==> src/rtl/core/dcts_pkg.sv <==
`timescale 1ns / 1ps
// ----------------------------------------------------------------------------
// Disc collision time solver package
// Shared widths, configuration register codes and side-band structures that
// travel with an item through the arithmetic chains.
// ----------------------------------------------------------------------------
package dcts_pkg;

    // Differences of two 32-bit coordinates and the sum of two radii.
    localparam int DP_W   = 33;
    localparam int RS_W   = 32;
    // Products of two differences, their sums and magnitudes.
    localparam int PROD_W = 2 * DP_W;
    localparam int SUM_W  = PROD_W + 1;
    localparam int MAG_W  = 66;
    // Wide multiplier: two limbs per operand.
    localparam int LIMB_W = MAG_W / 2;
    localparam int SQ_W   = 2 * MAG_W;
    // Discriminant and its square root.
    localparam int X_W    = SQ_W + 1;
    localparam int DISC_W = 134;
    localparam int ROOT_W = DISC_W / 2;
    localparam int REM_W  = ROOT_W + 2;
    // Numerator, denominator and quotient of the time division.
    localparam int NUM_W  = ROOT_W + 1;
    localparam int DEN_W  = MAG_W + 1;
    localparam int QUO_W  = 32;
    // Configuration port.
    localparam int CFG_DATA_W = 32;
    localparam int STEP_W     = 31;
    localparam int TOL_W      = 16;
    localparam logic [STEP_W-1:0] STEP_RESET = STEP_W'(65536);
    localparam logic [TOL_W-1:0]  TOL_RESET  = TOL_W'(66);

    typedef enum logic [0:0] {
        CFG_STEP_TIME      = 1'b0,
        CFG_TIME_TOLERANCE = 1'b1
    } t_cfg_reg;

    // Values that ride along the square root chain.
    typedef struct packed {
        logic              live;
        logic              bneg;
        logic [MAG_W-1:0]  bm;
        logic [MAG_W-1:0]  a;
    } t_sq_side;

    // Values that ride along the division chain.
    typedef struct packed {
        logic ok;
        logic neg;
    } t_dv_side;

endpackage

==> src/rtl/core/dcts_sqrt_cell.sv <==
`timescale 1ns / 1ps
// ----------------------------------------------------------------------------
// Square root cell
// One restoring step of the integer square root: brings down two radicand
// bits, decides one root bit and hands the partial result to the next cell.
// ----------------------------------------------------------------------------
module dcts_sqrt_cell #(
    parameter int SIDE_W = 1
) (
    input  logic                        i_clk,
    input  logic                        i_load,
    input  logic [dcts_pkg::REM_W-1:0]  i_rem,
    input  logic [dcts_pkg::ROOT_W-1:0] i_root,
    input  logic [dcts_pkg::DISC_W-1:0] i_rad,
    input  logic [SIDE_W-1:0]           i_side,
    output logic [dcts_pkg::REM_W-1:0]  o_rem,
    output logic [dcts_pkg::ROOT_W-1:0] o_root,
    output logic [dcts_pkg::DISC_W-1:0] o_rad,
    output logic [SIDE_W-1:0]           o_side
);
    import dcts_pkg::*;

    logic [REM_W+1:0]  w_cur;
    logic [REM_W+1:0]  w_trial;
    logic              w_ge;
    logic [REM_W-1:0]  n_rem;
    logic [ROOT_W-1:0] n_root;
    logic [REM_W-1:0]  r_rem;
    logic [ROOT_W-1:0] r_root;
    logic [DISC_W-1:0] r_rad;
    logic [SIDE_W-1:0] r_side;

    // Trial subtraction of (4 * root + 1) from the extended remainder.
    always_comb begin
        w_cur   = {i_rem, i_rad[DISC_W-1 -: 2]};
        w_trial = (REM_W+2)'({i_root, 2'b01});
        w_ge    = (w_cur >= w_trial);
        n_rem   = w_ge ? REM_W'(w_cur - w_trial) : REM_W'(w_cur);
        n_root  = {i_root[ROOT_W-2:0], w_ge};
    end

    always_ff @(posedge i_clk) begin
        if (i_load) begin
            r_rem  <= n_rem;
            r_root <= n_root;
            r_rad  <= {i_rad[DISC_W-3:0], 2'b00};
            r_side <= i_side;
        end
    end

    assign o_rem  = r_rem;
    assign o_root = r_root;
    assign o_rad  = r_rad;
    assign o_side = r_side;

endmodule

==> config.mk <==
export PLATFORM = sky130hd
export DESIGN_NAME = dcts_sqrt_cell
export DESIGN_NICKNAME = d
export VERILOG_FILES = /design/src/rtl/core/dcts_pkg.sv /design/src/rtl/core/dcts_sqrt_cell.sv
export SDC_FILE = /design/constraint.sdc
export NUM_CORES = 1
export LEC_CHECK = 0
export BUFFER_PORTS_ARGS = -buffer_cell sky130_fd_sc_hd__buf_2
export CAP_MARGIN = 20
export CORE_AREA = 2 2 209 211
export CTS_CLUSTER_SIZE = 20
export DETAILED_ROUTE_END_ITERATION = 7
export DIE_AREA = 0 0 211 213
export SYNTH_ARGS = -nofsm -noshare
export SYNTH_HDL_FRONTEND = slang
export SYNTH_SLANG_ARGS = --single-unit
==> constraint.sdc <==
create_clock -name i_clk -period 5.9 [get_ports i_clk]
set_input_delay 0.59 -clock i_clk [delete_from_list [all_inputs] [get_ports i_clk]]
set_output_delay 0.59 -clock i_clk [all_outputs]
set_load 0.01 [all_outputs]
# Word level (Yosys, flattened, before mapping)
# Cells that the tools add are included.
[op_classes]
add_sub_neg = 1
magnitude_cmp = 1
muxes = 1
[ops]
columns = ["operator", "count"]
rows = [
  ["$ge A71 B69 Y1", 1],
  ["$mux W69", 1],
  ["$sub A69 B69 Y69", 1],
]
[totals]
regBits = 269
inputBits = 273
output_inout_bits = 271
wordCells = 7

# Longest topological paths before layout
# Gate-level depths: netlist of run 1.
[logic_depth]
ltp_word = 2
ltp_mapped = 14
depth_no_buf = 11

# Worst setup path before layout of run 1
# Ideal clock, no wire load.
[synth_path]
kind = "input to register"
start = "input port i_root[19] (netlist bit)"
end = "register r_rem[58] (netlist: o_rem[58]) (data pin)"
setup_ps = 262
arrival_ps = 3442
required_ps = 5638
path_slack_ps = 2195
cell_stages = 14
path_buffers = 3
path_cell_list = "inv_1 > ha_1 > buf_2 > and2_4 > and3_4 > a221o_1 > nor2b_1 > or3_4 > a2111oi_2 > or4_4 > and2_4 > buf_12 > buf_8 > mux2_1"
[synth_between]
elab_chain_cells = 2
elab_cells_between_ends = 3
classes_between = "add/sub (1); order compare (1); mux (1)"
[synth_lines]
columns = ["element", "line_no", "rtl"]
rows = [
  ["from (decl)", "dcts_sqrt_cell.sv:13", "input logic [dcts_pkg::ROOT_W-1:0] i_root,"],
  ["$sub A69 B69 Y69 / $ge A71 B69 Y1 (equally long branches)", "dcts_sqrt_cell.sv:38, dcts_sqrt_cell.sv:37", ""],
  ["$mux W69 *", "dcts_sqrt_cell.sv:38", "n_rem = w_ge ? REM_W'(w_cur - w_trial) : REM_W'(w_cur);"],
  ["named net n_rem[58]", "dcts_sqrt_cell.sv:26", "logic [REM_W-1:0] n_rem;"],
  ["to (signal assigned)", "dcts_sqrt_cell.sv:44", "r_rem <= n_rem;"],
  ["to (decl)", "dcts_sqrt_cell.sv:28", "logic [REM_W-1:0] r_rem;"],
]
# Mark *: on every way through the listed nets, which the timed path passes. The rest lies on a longest branch.
# A chain may end at the register's enable or synchronous reset.

# Worst setup path after layout of run 1
[layout_path]
start = "input port i_root[19] (netlist bit)"
end = "register r_rem[9] (netlist: o_rem[9]) (data pin)"
[layout_between]
elab_chain_cells = 2
[layout_lines]
columns = ["element", "line_no", "rtl"]
rows = [
  ["$ge A71 B69 Y1", "dcts_sqrt_cell.sv:37", "w_ge = (w_cur >= w_trial);"],
  ["$mux W69", "dcts_sqrt_cell.sv:38", ""],
  ["named net n_rem[9]", "dcts_sqrt_cell.sv:26", ""],
]
# The timed path passes the listed nets, and every way through them passes these cells.

==> summary.md, run 1 <==
| Metric | Value |
|---|---|
| Status | `complete, no violations` |
| Period utilization | `0.749` |
| CP peak stage delay | `0.56 ns` |
| Core Footprint | `42,700 um^2` |
| GRT Total Usage | `0.213` |
| DP HPWL | `40.4 mm` |
| Synth Area in Adders | `0.0620` |
| Leak pwr | `0.00790 uW` |
| Total of warnings raised by yosys | `0` |
| Cell accounting for the most synthesized area | `edfxtp_1` |
| Initial DRT Pass Iterations | `7` |
| Post-CTS sizing | `0` |
| Hold_buf cts | `0` |
| Top post-synthesis cells by area | `edfxtp_1, ha_1, mux2_4` |
| Drt total wl | `50.5 mm` |
| Grt ovf | `0` |
| Crit path launch | `i_root[19]` |
| CTS tree | `built` |
| NetSw | `1590 uW` |
| Die X | `211 um` |
| Final min period | `4.42 ns` |
| Main combinational cell family by area after synthesis | `compound AO/OA/AOI/OAI gates` |
| EDFF count, synth | `269` |
| Setup violators final | `0` |
| First-pass GRT wire length | `70.6 mm` |
| Post-Syn Area per Cell | `12.4 um^2` |
| Clock slew at reported path FFs | `0.06 ns` |
| Gpl congestion | `0.873` |
| DRT iter0 DRCs | `803` |
| Crit path kind | `in -> reg` |
| Share of post-route cells with drive strength above 1 | `0.390` |
| Compound-cell area share of the yosys netlist | `0.130` |
| Combinational cell fraction of total power | `0.212` |
| Cells along the critical path | `buf_2 -> inv_1 -> ha_1 -> a21oi_1 -> nand2_1 -> a221o_1 -> nor2b_1 -> or3_4 -> a2111oi_2 -> or4_4 -> and2_4 -> buf_4 -> mux2_4` |
| WP data required | `6.19 ns` |
| Setup TNS | `0 ns` |
| Clock buffer count from CTS | `34` |
| Clk sink count | `269` |
| Max Cap Viol | `0` |
| Clock Tree Root | `clkbuf_16` |
| Drt wl/cell | `22.6 um` |
| Simple-gate share of the synthesized area | `0.0950` |
| Worst Hold Path Cells | `1` |
| Maximum clock rate | `226 MHz` |
| Worst Tran Pin Value | `1.06 ns` |
| Multiplexer share of the synthesized area | `0.0524` |
| Fin. max-slew vios | `0` |
| Distinct cell type count after synthesis | `71` |
| Mapped cell area | `13,900 um^2` |
| Seq cells post-synth | `269` |
| Endpoint class of the critical path | `flop` |
| Arrival @ worst endpoint | `4.71 ns` |
| Port Buffer Count | `541` |
| Clock share of power | `0.362` |
| Initial antenna violation count | `13` |
| Xor/xnor cell area share of the yosys netlist | `0.0346` |
| Sequential power share | `0.426` |
| Largest net degree at the start of global routing | `125` |
| Post-CTS Setup Inserts | `0` |
| Main flop type after synthesis | `edfxtp_1` |
| Antenna Nets Post-Route | `0` |
| Rel. slew slack | `0.286` |
| Pwr per Cell Area | `308 nW/um^2` |
| Die H | `213 um` |
| RSZ-0062 raised after global routing | `no` |
| Pint | `4030 uW` |
| P&R area growth vs syn | `30.8%` |
| Post-synth top area share | `0.581` |
| H-tree levels | `2` |
| Hold Path Sink | `o_rad[105]$_DFFE_PP_` |
| Nets | `1,999` |
| Number of global-route vias before repair | `10,900` |
| Final core occ | `0.426` |
| Clk buf depth | `3` |
| DR vias/cell | `5.08` |
| DR vias | `11,300` |
| Post-route DRC | `0` |
| Num rows | `76` |
| FFs w/ async S/R, synth | `0` |
| Ports | `544` |
| Seq/Total Area, Yosys | `0.581` |
| Worst-path maximum fanout | `30` |
| Die area | `44,900 um^2` |
| Cells after Synth | `1,118` |
| Final Hold Vio Count | `0` |
| Initial Util | `0.326` |
| Switching share of total power | `0.283` |
| Crit-path slowest cell | `and2_4` |
| Worst-case vdd ir drop | `0.208 mV` |
| Worst setup SP type | `input port` |
| Hold WC Path Type | `in -> reg` |
| Hold Path Origin | `i_rad[103]` |
-- final cells by class --
class	instances	area, um^2
Multi-Input combinational cell	716	5220
Antenna cell	5	12.5
Tap cell	546	683
Sequential cell	269	8080
Timing Repair Buffer	546	2780
Fill cell	4089	24500
Clock buffer	39	891
Clock inverter	21	191
Inverter	90	338
-- through the flow --
| stage | instances | instance area, um^2 | setup slack, ns | total power [uW] | hold WS (ns) |
|---|---|---|---|---|---|
| floorplan | 1119 | 13900 | 2.20 | 3100 | 0.689 |
| global placement | 2167 | 17100 | 1.01 | 3610 | 0.767 |
| detailed placement | 2167 | 17100 | 0.920 | 3620 | 0.768 |
| CTS | 2227 | 18200 | 1.48 | 5690 | 0.185 |
| global route | 2227 | 18200 | 1.29 | 5850 | 0.196 |
| finish | 2232 | 18200 | 1.48 | 5610 | 0.220 |
-- synth_stat cells (all sizes together), types with 4 or more instances --
| cell type | instances |
|---|---|
| a211oi | 5 |
| a21boi | 9 |
| a21o | 24 |
| a21oi | 91 |
| a31oi | 7 |
| and2 | 8 |
| and3 | 6 |
| buf | 21 |
| clkbuf | 23 |
| edfxtp | 269 |
| ha | 69 |
| inv | 90 |
| mux2 | 47 |
| mux2i | 5 |
| nand2 | 72 |
| nand2b | 11 |
| nand3 | 34 |
| nand3b | 4 |
| nand4 | 22 |
| nor2 | 55 |
| nor2b | 6 |
| nor3 | 17 |
| nor4 | 8 |
| o211ai | 15 |
| o21a | 13 |
| o21ai | 52 |
| o21bai | 15 |
| o31ai | 15 |
| or3 | 5 |
| xnor2 | 38 |
| xor2 | 17 |
-- layer usage --
layer | wire, um | share of wire | global-route usage
met1 | 20600 | 0.41 | 0.259
met2 | 25500 | 0.51 | 0.382
met4 | 1050 | 0.021 | 0.0493
met3 | 3240 | 0.064 | 0.0488
met5 | 68 | 0.0013 | 0
-- power by group through the flow --
stage | Clock (uW) | Sequential (uW) | Combinational, uW
2_1_floorplan | 0 | 2540 | 562
5_1_grt | 2160 | 2410 | 1280
3_5_place_dp | 0 | 2430 | 1190
6_report | 2030 | 2390 | 1190
4_1_cts | 2100 | 2390 | 1200
3_3_place_gp | 0 | 2420 | 1190
-- how the worst max path moves through the flow --
stage	endpoint	cells after the start
after floorplan	o_rem[58]$_DFFE_PP_	14
after global placement	o_rem[26]$_DFFE_PP_	13
after detailed placement	o_rem[9]$_DFFE_PP_	13
after CTS	o_rem[20]$_DFFE_PP_	13
after global routing	o_rem[25]$_DFFE_PP_	13
final	o_rem[9]$_DFFE_PP_	13
-- state kept, by name (all words and copies together) (netlist names) --
signal	flops
o_side	1
o_rem	69
o_root	67
o_rad	132
-- worst max-delay path: cells and delay by family --
family,cells,cell delay [ns]
AO/OA/AOI/OAI,3,1.12
adder cells (fa/ha/maj),1,0.40
buffers and inverters,3,0.58
multiplexers,1,0.34
AND/OR/NAND/NOR,5,1.67
-- layout by cell type, fill, tap and decap left out, types with 7 or more instances in the layout --
cell / n
a21boi_0: 9
a21o_1: 24
a21oi_1: 91
a31oi_1: 7
buf_2: 540
clkbuf_16: 35
clkinv_1: 8
edfxtp_1: 269
ha_1: 69
inv_1: 90
mux2_4: 40
nand2_1: 72
nand2b_1: 11
nand3_1: 34
nand4_1: 21
nor2_1: 55
nor3_1: 17
nor4_1: 7
o211ai_1: 14
o21a_1: 13
o21ai_0: 49
o21bai_1: 15
o31ai_1: 15
xnor2_1: 38
xor2_1: 17
-- kinds of logic after synthesis --
family	after synthesis
compound gates	276
xor+xnor	55
fa+ha+maj	69
buf+inv	134
flops	269
mux	52
other cells	1
simple gates	262
Note: power is estimated with default switching activity, not from simulation.
==> inputs of run 2 (changes only) <==
==> constraint.sdc (replaced) <==
create_clock -name i_clk -period 4.4 [get_ports i_clk]
set_input_delay 0.44 -clock i_clk [delete_from_list [all_inputs] [get_ports i_clk]]
set_output_delay 0.44 -clock i_clk [all_outputs]
set_load 0.01 [all_outputs]
==> summary.md, run 2 (same netlist as run 1, synthesis figures left out) <==
| Metric | Value |
|---|---|
| Number of global-route vias before repair | `11,400 (+4.3%)` |
| Worst Tran Pin Value | `0.774 ns (-0.289 ns)` |
| Nets | `2,004 (+0.25%)` |
| Grt ovf | `0 (unchanged)` |
| Clock buffer count from CTS | `31 (-8.8%)` |
| Setup violators final | `0 (unchanged)` |
| RSZ-0062 raised after global routing | `no` |
| Initial antenna violation count | `22 (+9)` |
| Leak pwr | `0.00790 uW (about the same)` |
| DR vias | `11,300 (-0.42%)` |
| Core Footprint | `42,700 um^2 (unchanged)` |
| Maximum clock rate | `285 MHz` |
| Worst setup SP type | `input port` |
| Initial Util | `0.326 (unchanged)` |
| Hold_buf cts | `0 (unchanged)` |
| Placed cell count | `2,175 (+0.37%)` |
| Ports | `544 (unchanged)` |
| Max Cap Viol | `0 (unchanged)` |
| Crit path launch | `i_root[17]` |
| Drt total wl | `50.1 mm (-0.78%)` |
| Fin. max-slew vios | `0 (unchanged)` |
| H-tree levels | `1 (-1)` |
| Crit path kind | `in -> reg` |
| Status | `complete, no violations` |
| DRT iter0 DRCs | `762 (-5.1%)` |
| Post-route DRC | `0 (unchanged)` |
| Die H | `213 um (unchanged)` |
| WP data required | `4.71 ns (-1.48 ns)` |
| Worst-path maximum fanout | `9 (-70%)` |
| Highest-count cells in the layout ignoring fill and taps | `buf_2, edfxtp_1, a21oi_1, inv_1, nand2_1` |
| Hold WC Path Type | `in -> reg` |
| Clock slew at reported path FFs | `0.06 ns (about the same)` |
| Final Hold Vio Count | `0 (unchanged)` |
| P&R area growth vs syn | `30.8% (about the same)` |
| Initial DRT Pass Iterations | `5 (-2)` |
| DR vias/cell | `5.04 (-0.73%)` |
| DP HPWL | `40.1 mm (-0.64%)` |
| Clk sink count | `269 (unchanged)` |
| Post-CTS sizing | `0 (unchanged)` |
| Rel. slew slack | `0.484 (+0.199)` |
| Pwr per Cell Area | `404 nW/um^2 (+31%)` |
| Clk buf depth | `3 (unchanged)` |
| Total power | `7360 uW (+31%)` |
| Antenna Nets Post-Route | `0 (unchanged)` |
| Largest register FFs | `132 (unchanged)` |
| Drt wl/cell | `22.4 um (-1.1%)` |
| Fin area | `18,200 um^2 (about the same)` |
| Gpl congestion | `0.875 (+0.31%)` |
| Die X | `211 um (unchanged)` |
| Num rows | `76 (unchanged)` |
| Arrival @ worst endpoint | `3.81 ns (-0.90 ns)` |
| Non-Filler Instances | `2,239 (+0.31%)` |
| Die area | `44,900 um^2 (unchanged)` |
| GRT Total Usage | `0.213 (+0.000379)` |
| Period utilization | `0.796` |
| Endpoint class of the critical path | `flop` |
| Placed cell areas | `17,200 um^2 (+0.50%)` |
| Worst-case vdd ir drop | `0.320 mV (+54%)` |
| Largest net degree at the start of global routing | `95 (-24%)` |
| Post-CTS Setup Inserts | `0 (unchanged)` |
| CTS tree | `built` |
| Final min period | `3.50 ns` |
| Commonest non-fill, non-tap cell in the layout | `buf_2` |
| Setup TNS | `0 ns (unchanged)` |
| Share of post-route cells with drive strength above 1 | `0.391 (+0.00132)` |
| Worst setup path endpoint | `o_rem[58]$_DFFE_PP_` |
| Clock Tree Root | `clkbuf_16` |
| First-pass GRT wire length | `71.5 mm (+1.3%)` |
| Port Buffer Count | `541 (unchanged)` |
==> run 2: final cells by class <==
type / instances / area [um^2]
fillers: 4121 / 24500
flip-flops and latches: 269 / 8080
multi-input cells: 716 / 5220
repair buffers: 554 / 2870
clock buffers: 36 / 795
well taps: 546 / 683
inverters: 90 / 338
clock inverters: 18 / 195
diodes: 10 / 25.0
==> run 2: stage by stage <==
stage	util	hold WS, ns	worst slack, ns
2_1_floorplan	-	0.539	0.845
3_3_place_gp	0.403	0.617	0.273
3_5_place_dp	0.403	0.618	0.280
4_1_cts	0.426	0.0155	0.884
5_1_grt	0.426	0.0184	0.712
6_report	0.426	0.0459	0.897
==> run 2: worst min path at each step <==
stage	from	end	cells after the start
detailed placement	i_rad[38]	o_rad[40]$_DFFE_PP_	1
CTS	i_rad[18]	o_rad[20]$_DFFE_PP_	1
finish	i_rad[75]	o_rad[77]$_DFFE_PP_	1
floorplan	i_rad[98]	o_rad[100]$_DFFE_PP_	0
global route	i_rad[75]	o_rad[77]$_DFFE_PP_	1
global placement	i_rad[91]	o_rad[93]$_DFFE_PP_	1
==> run 2: worst max-delay path, cell delays in order <==
cell	delay [ns]
buf_2	0.10
inv_1	0.04
ha_1	0.46
nand4_1	0.24
nor4_1	0.51
o211ai_1	0.30
a211oi_1	0.47
buf_4	0.20
o31ai_1	0.14
buf_4	0.21
o31ai_1	0.28
xor2_1	0.11
mux2_1	0.29
==> run 2: power breakdown <==
group	internal, uW	switching [uW]	total [uW]
clock	1510	1050	2560
sequential	3140	65.3	3200
combinational	678	910	1590
==> run 2: layer usage <==
| layer | wire length, um | vias up | global-route usage |
|---|---|---|---|
| li1 | - | 5288 | - |
| met1 | 19800 | 5472 | 0.253 |
| met2 | 25100 | 419 | 0.377 |
| met3 | 3500 | 89 | 0.0525 |
| met4 | 1510 | 20 | 0.0750 |
| met5 | 130 | - | 0 |
==> inputs of run 3 (changes only) <==
--- a/config.mk
+++ b/config.mk
@@ -5,6 +5,7 @@
 export SDC_FILE = /design/constraint.sdc
 export NUM_CORES = 1
 export LEC_CHECK = 0
+export ABC_AREA = 1
 export BUFFER_PORTS_ARGS = -buffer_cell sky130_fd_sc_hd__buf_2
 export CAP_MARGIN = 20
 export CORE_AREA = 2 2 209 211
==> constraint.sdc (replaced) <==
create_clock -name i_clk -period 3.6 [get_ports i_clk]
set_input_delay 0.36 -clock i_clk [delete_from_list [all_inputs] [get_ports i_clk]]
set_output_delay 0.36 -clock i_clk [all_outputs]
set_load 0.01 [all_outputs]
==> summary.md, run 3 <==
| Metric | Value |
|---|---|
| Status | `complete, no violations` |
| Largest register FFs | `132 (unchanged)` |
| EDFF count, synth | `269 (unchanged)` |
| First-pass GRT wire length | `90.8 mm (+27%)` |
| Drt total wl | `63.4 mm (+27%)` |
| Clk sink count | `269 (unchanged)` |
| Worst-case vdd ir drop | `0.336 mV (+4.9%)` |
| H-tree levels | `1 (unchanged)` |
| Main flop type after synthesis | `edfxtp_1` |
| Final min period | `3.11 ns` |
| Max Cap Viol | `0 (unchanged)` |
| Maximum clock rate | `322 MHz` |
| Top cells by count, synth | `nand2_1, inv_1, edfxtp_1` |
| Commonest non-fill, non-tap cell in the layout | `nand2_1` |
| Post-Syn Area per Cell | `8.33 um^2 (-33%)` |
| Rel. slew slack | `0.413 (-0.0713)` |
| Gpl congestion | `0.917 (+4.8%)` |
| GRT Total Usage | `0.273 (+0.0596)` |
| Distinct cell type count after synthesis | `28 (-61%)` |
| DR vias/cell | `4.67 (-7.3%)` |
| Initial DRT Pass Iterations | `5 (unchanged)` |
| Drt wl/cell | `20.1 um (-10%)` |
| RSZ-0062 raised after global routing | `no` |
| Number of global-route vias before repair | `14,900 (+30%)` |
| FFs w/ async S/R, synth | `0 (unchanged)` |
| Period utilization | `0.863` |
| Hold Path Origin | `i_rem[20]` |
| Setup WS post-layout | `0.494 ns (-0.403 ns)` |
| Pwr per Cell Area | `425 nW/um^2 (+5.1%)` |
| Highest-count cells in the layout ignoring fill and taps | `nand2_1, buf_2, inv_1, edfxtp_1, dlygate4sd3_1` |
| Hold WC Path Type | `in -> reg` |
| WP data required | `4.03 ns (-0.68 ns)` |
| Total of warnings raised by yosys | `0 (unchanged)` |
| Die X | `211 um (unchanged)` |
| Seq cells post-synth | `269 (unchanged)` |
| Dpl ws | `0.551 ns (+0.271 ns)` |
| Setup violators final | `0 (unchanged)` |
| Clock slew at reported path FFs | `0.06 ns (about the same)` |
| Clock Tree Root | `clkbuf_16` |
| DP HPWL | `50.8 mm (+27%)` |
| Worst Tran Pin Value | `0.881 ns (+0.107 ns)` |
| Worst-path maximum fanout | `32 (+23)` |
| Nets | `2,932 (+46%)` |
| Worst setup SP type | `input port` |
| Initial antenna violation count | `6 (-73%)` |
| Num rows | `76 (unchanged)` |
| Post-synth top area share | `0.533 (-0.0478)` |
| Endpoint class of the critical path | `flop` |
| Fin. max-slew vios | `0 (unchanged)` |
| Hold slack | `0.0620 ns (+0.0161 ns)` |
| Post-CTS Setup Inserts | `0 (unchanged)` |
| Final Hold Vio Count | `0 (unchanged)` |
| Mapped cell area | `15,200 um^2 (+9.0%)` |
| Clock buffer count from CTS | `30 (-3.2%)` |
| Share of post-route cells with drive strength above 1 | `0.237 (-0.154)` |
| Cell accounting for the most synthesized area | `edfxtp_1` |
| Setup TNS | `0 ns (unchanged)` |
| Crit path kind | `in -> reg` |
| Die area | `44,900 um^2 (unchanged)` |
| Leak pwr | `0.0108 uW (+37%)` |
| Antenna Nets Post-Route | `0 (unchanged)` |
| Grt ovf | `0 (unchanged)` |
| Top post-synthesis cells by area | `edfxtp_1, nand2_1, inv_1` |
| Largest net degree at the start of global routing | `107 (+13%)` |
| Die H | `213 um (unchanged)` |
| Clk buf depth | `3 (unchanged)` |
| P&R area growth vs syn | `42.2%` |
| Seq/Total Area, Yosys | `0.533 (-0.0478)` |
| Arrival @ worst endpoint | `3.53 ns (-0.28 ns)` |
| Port Buffer Count | `541 (unchanged)` |
| Initial Util | `0.355 (+0.0292)` |
| Most frequent cell after synthesis | `nand2_1` |
| DRT iter0 DRCs | `1,004 (+32%)` |
| Post-route DRC | `0 (unchanged)` |
| Crit path launch | `i_root[28]` |
| Cells after Synth | `1,821 (+63%)` |
| DR vias | `14,800 (+31%)` |
| CTS tree | `built` |
| Core Footprint | `42,700 um^2 (unchanged)` |
| Ports | `544 (unchanged)` |
-- run 3: cell types whose count changed after synthesis, sizes merged, moves of 11 or more --
cell / change
o31ai: -15
o21ai: -20
nand2: +624
nor2: +83
a21o: -23
nand3: +43
xor2: +16
clkbuf: -23
nand2b: -11
xnor2: -35
o21a: -13
inv: +257
mux2: -47
o211ai: -15
-- run 3: per-stage QoR --
stage          instances  cell area [um^2]  utilization  total power, uW
2_1_floorplan       1822             15200            -             5020
3_3_place_gp        2905             18600        0.436             6000
3_5_place_dp        2905             18600        0.436             6010
4_1_cts             3157             21600        0.505             9260
5_1_grt             3158             21600        0.505             9570
6_report            3159             21600        0.505             9160
-- run 3: critical path: stages --
cell,delay (ns)
dlygate4sd3_1,0.57
buf_2,0.15
inv_1,0.05
ha_1,0.34
nand2_1,0.11
nor2_1,0.30
inv_1,0.12
nor2_1,0.30
nand2_1,0.14
nor2_1,0.10
nand2_1,0.08
nand3_1,0.14
nand2_2,0.08
nand2_4,0.09
buf_4,0.33
nand3_1,0.15
nand2_1,0.09
-- run 3: final timing paths --
kind,to,cells past startpoint
setup / recovery,o_rem[38]$_DFFE_PP_,17
hold / removal,o_rem[22]$_DFFE_PP_,3
-- run 3: cell families after synthesis --
logic type,after synthesis,share of synthesized area
compound gates,124,0.0427
xor+xnor,36,0.0208
fa+ha+maj,69,0.0569
buf+inv,363,0.0928
flops,269,0.533
other cells,1,0.000247
simple gates,959,0.254
-- run 3: layout make-up --
cell class                 instances  area [um^2]
clock buffer                      38          802
inverter                         347         1300
multi-input combinational       1190         5680
sequential                       269         8080
antenna                            2         5.00
fill                            4111        21100
tap                              546          683
clock inverter                    15          150
timing repair buffer             752         4860
-- run 3: power by group --
part           switching [uW]  internal, uW
sequential               94.7          3830
clock                    1260          1770
combinational            1370           841
total                    2720          6440
-- run 3: repair_timing --
| action | 4_1_cts | 5_1_grt |
|---|---|---|
| resized for setup | 0 | 0 |
| hold buffers | 199 | 0 |
| hold endpoints to repair | 199 | 0 |
-- run 3: metal layers --
metal | track usage | vias up | routed length (um)
met5 | 0 | - | 57
met4 | 0.0826 | 8 | 1800
li1 | - | 7309 | -
met1 | 0.343 | 6861 | 26900
met2 | 0.481 | 507 | 30900
met3 | 0.0449 | 81 | 3680
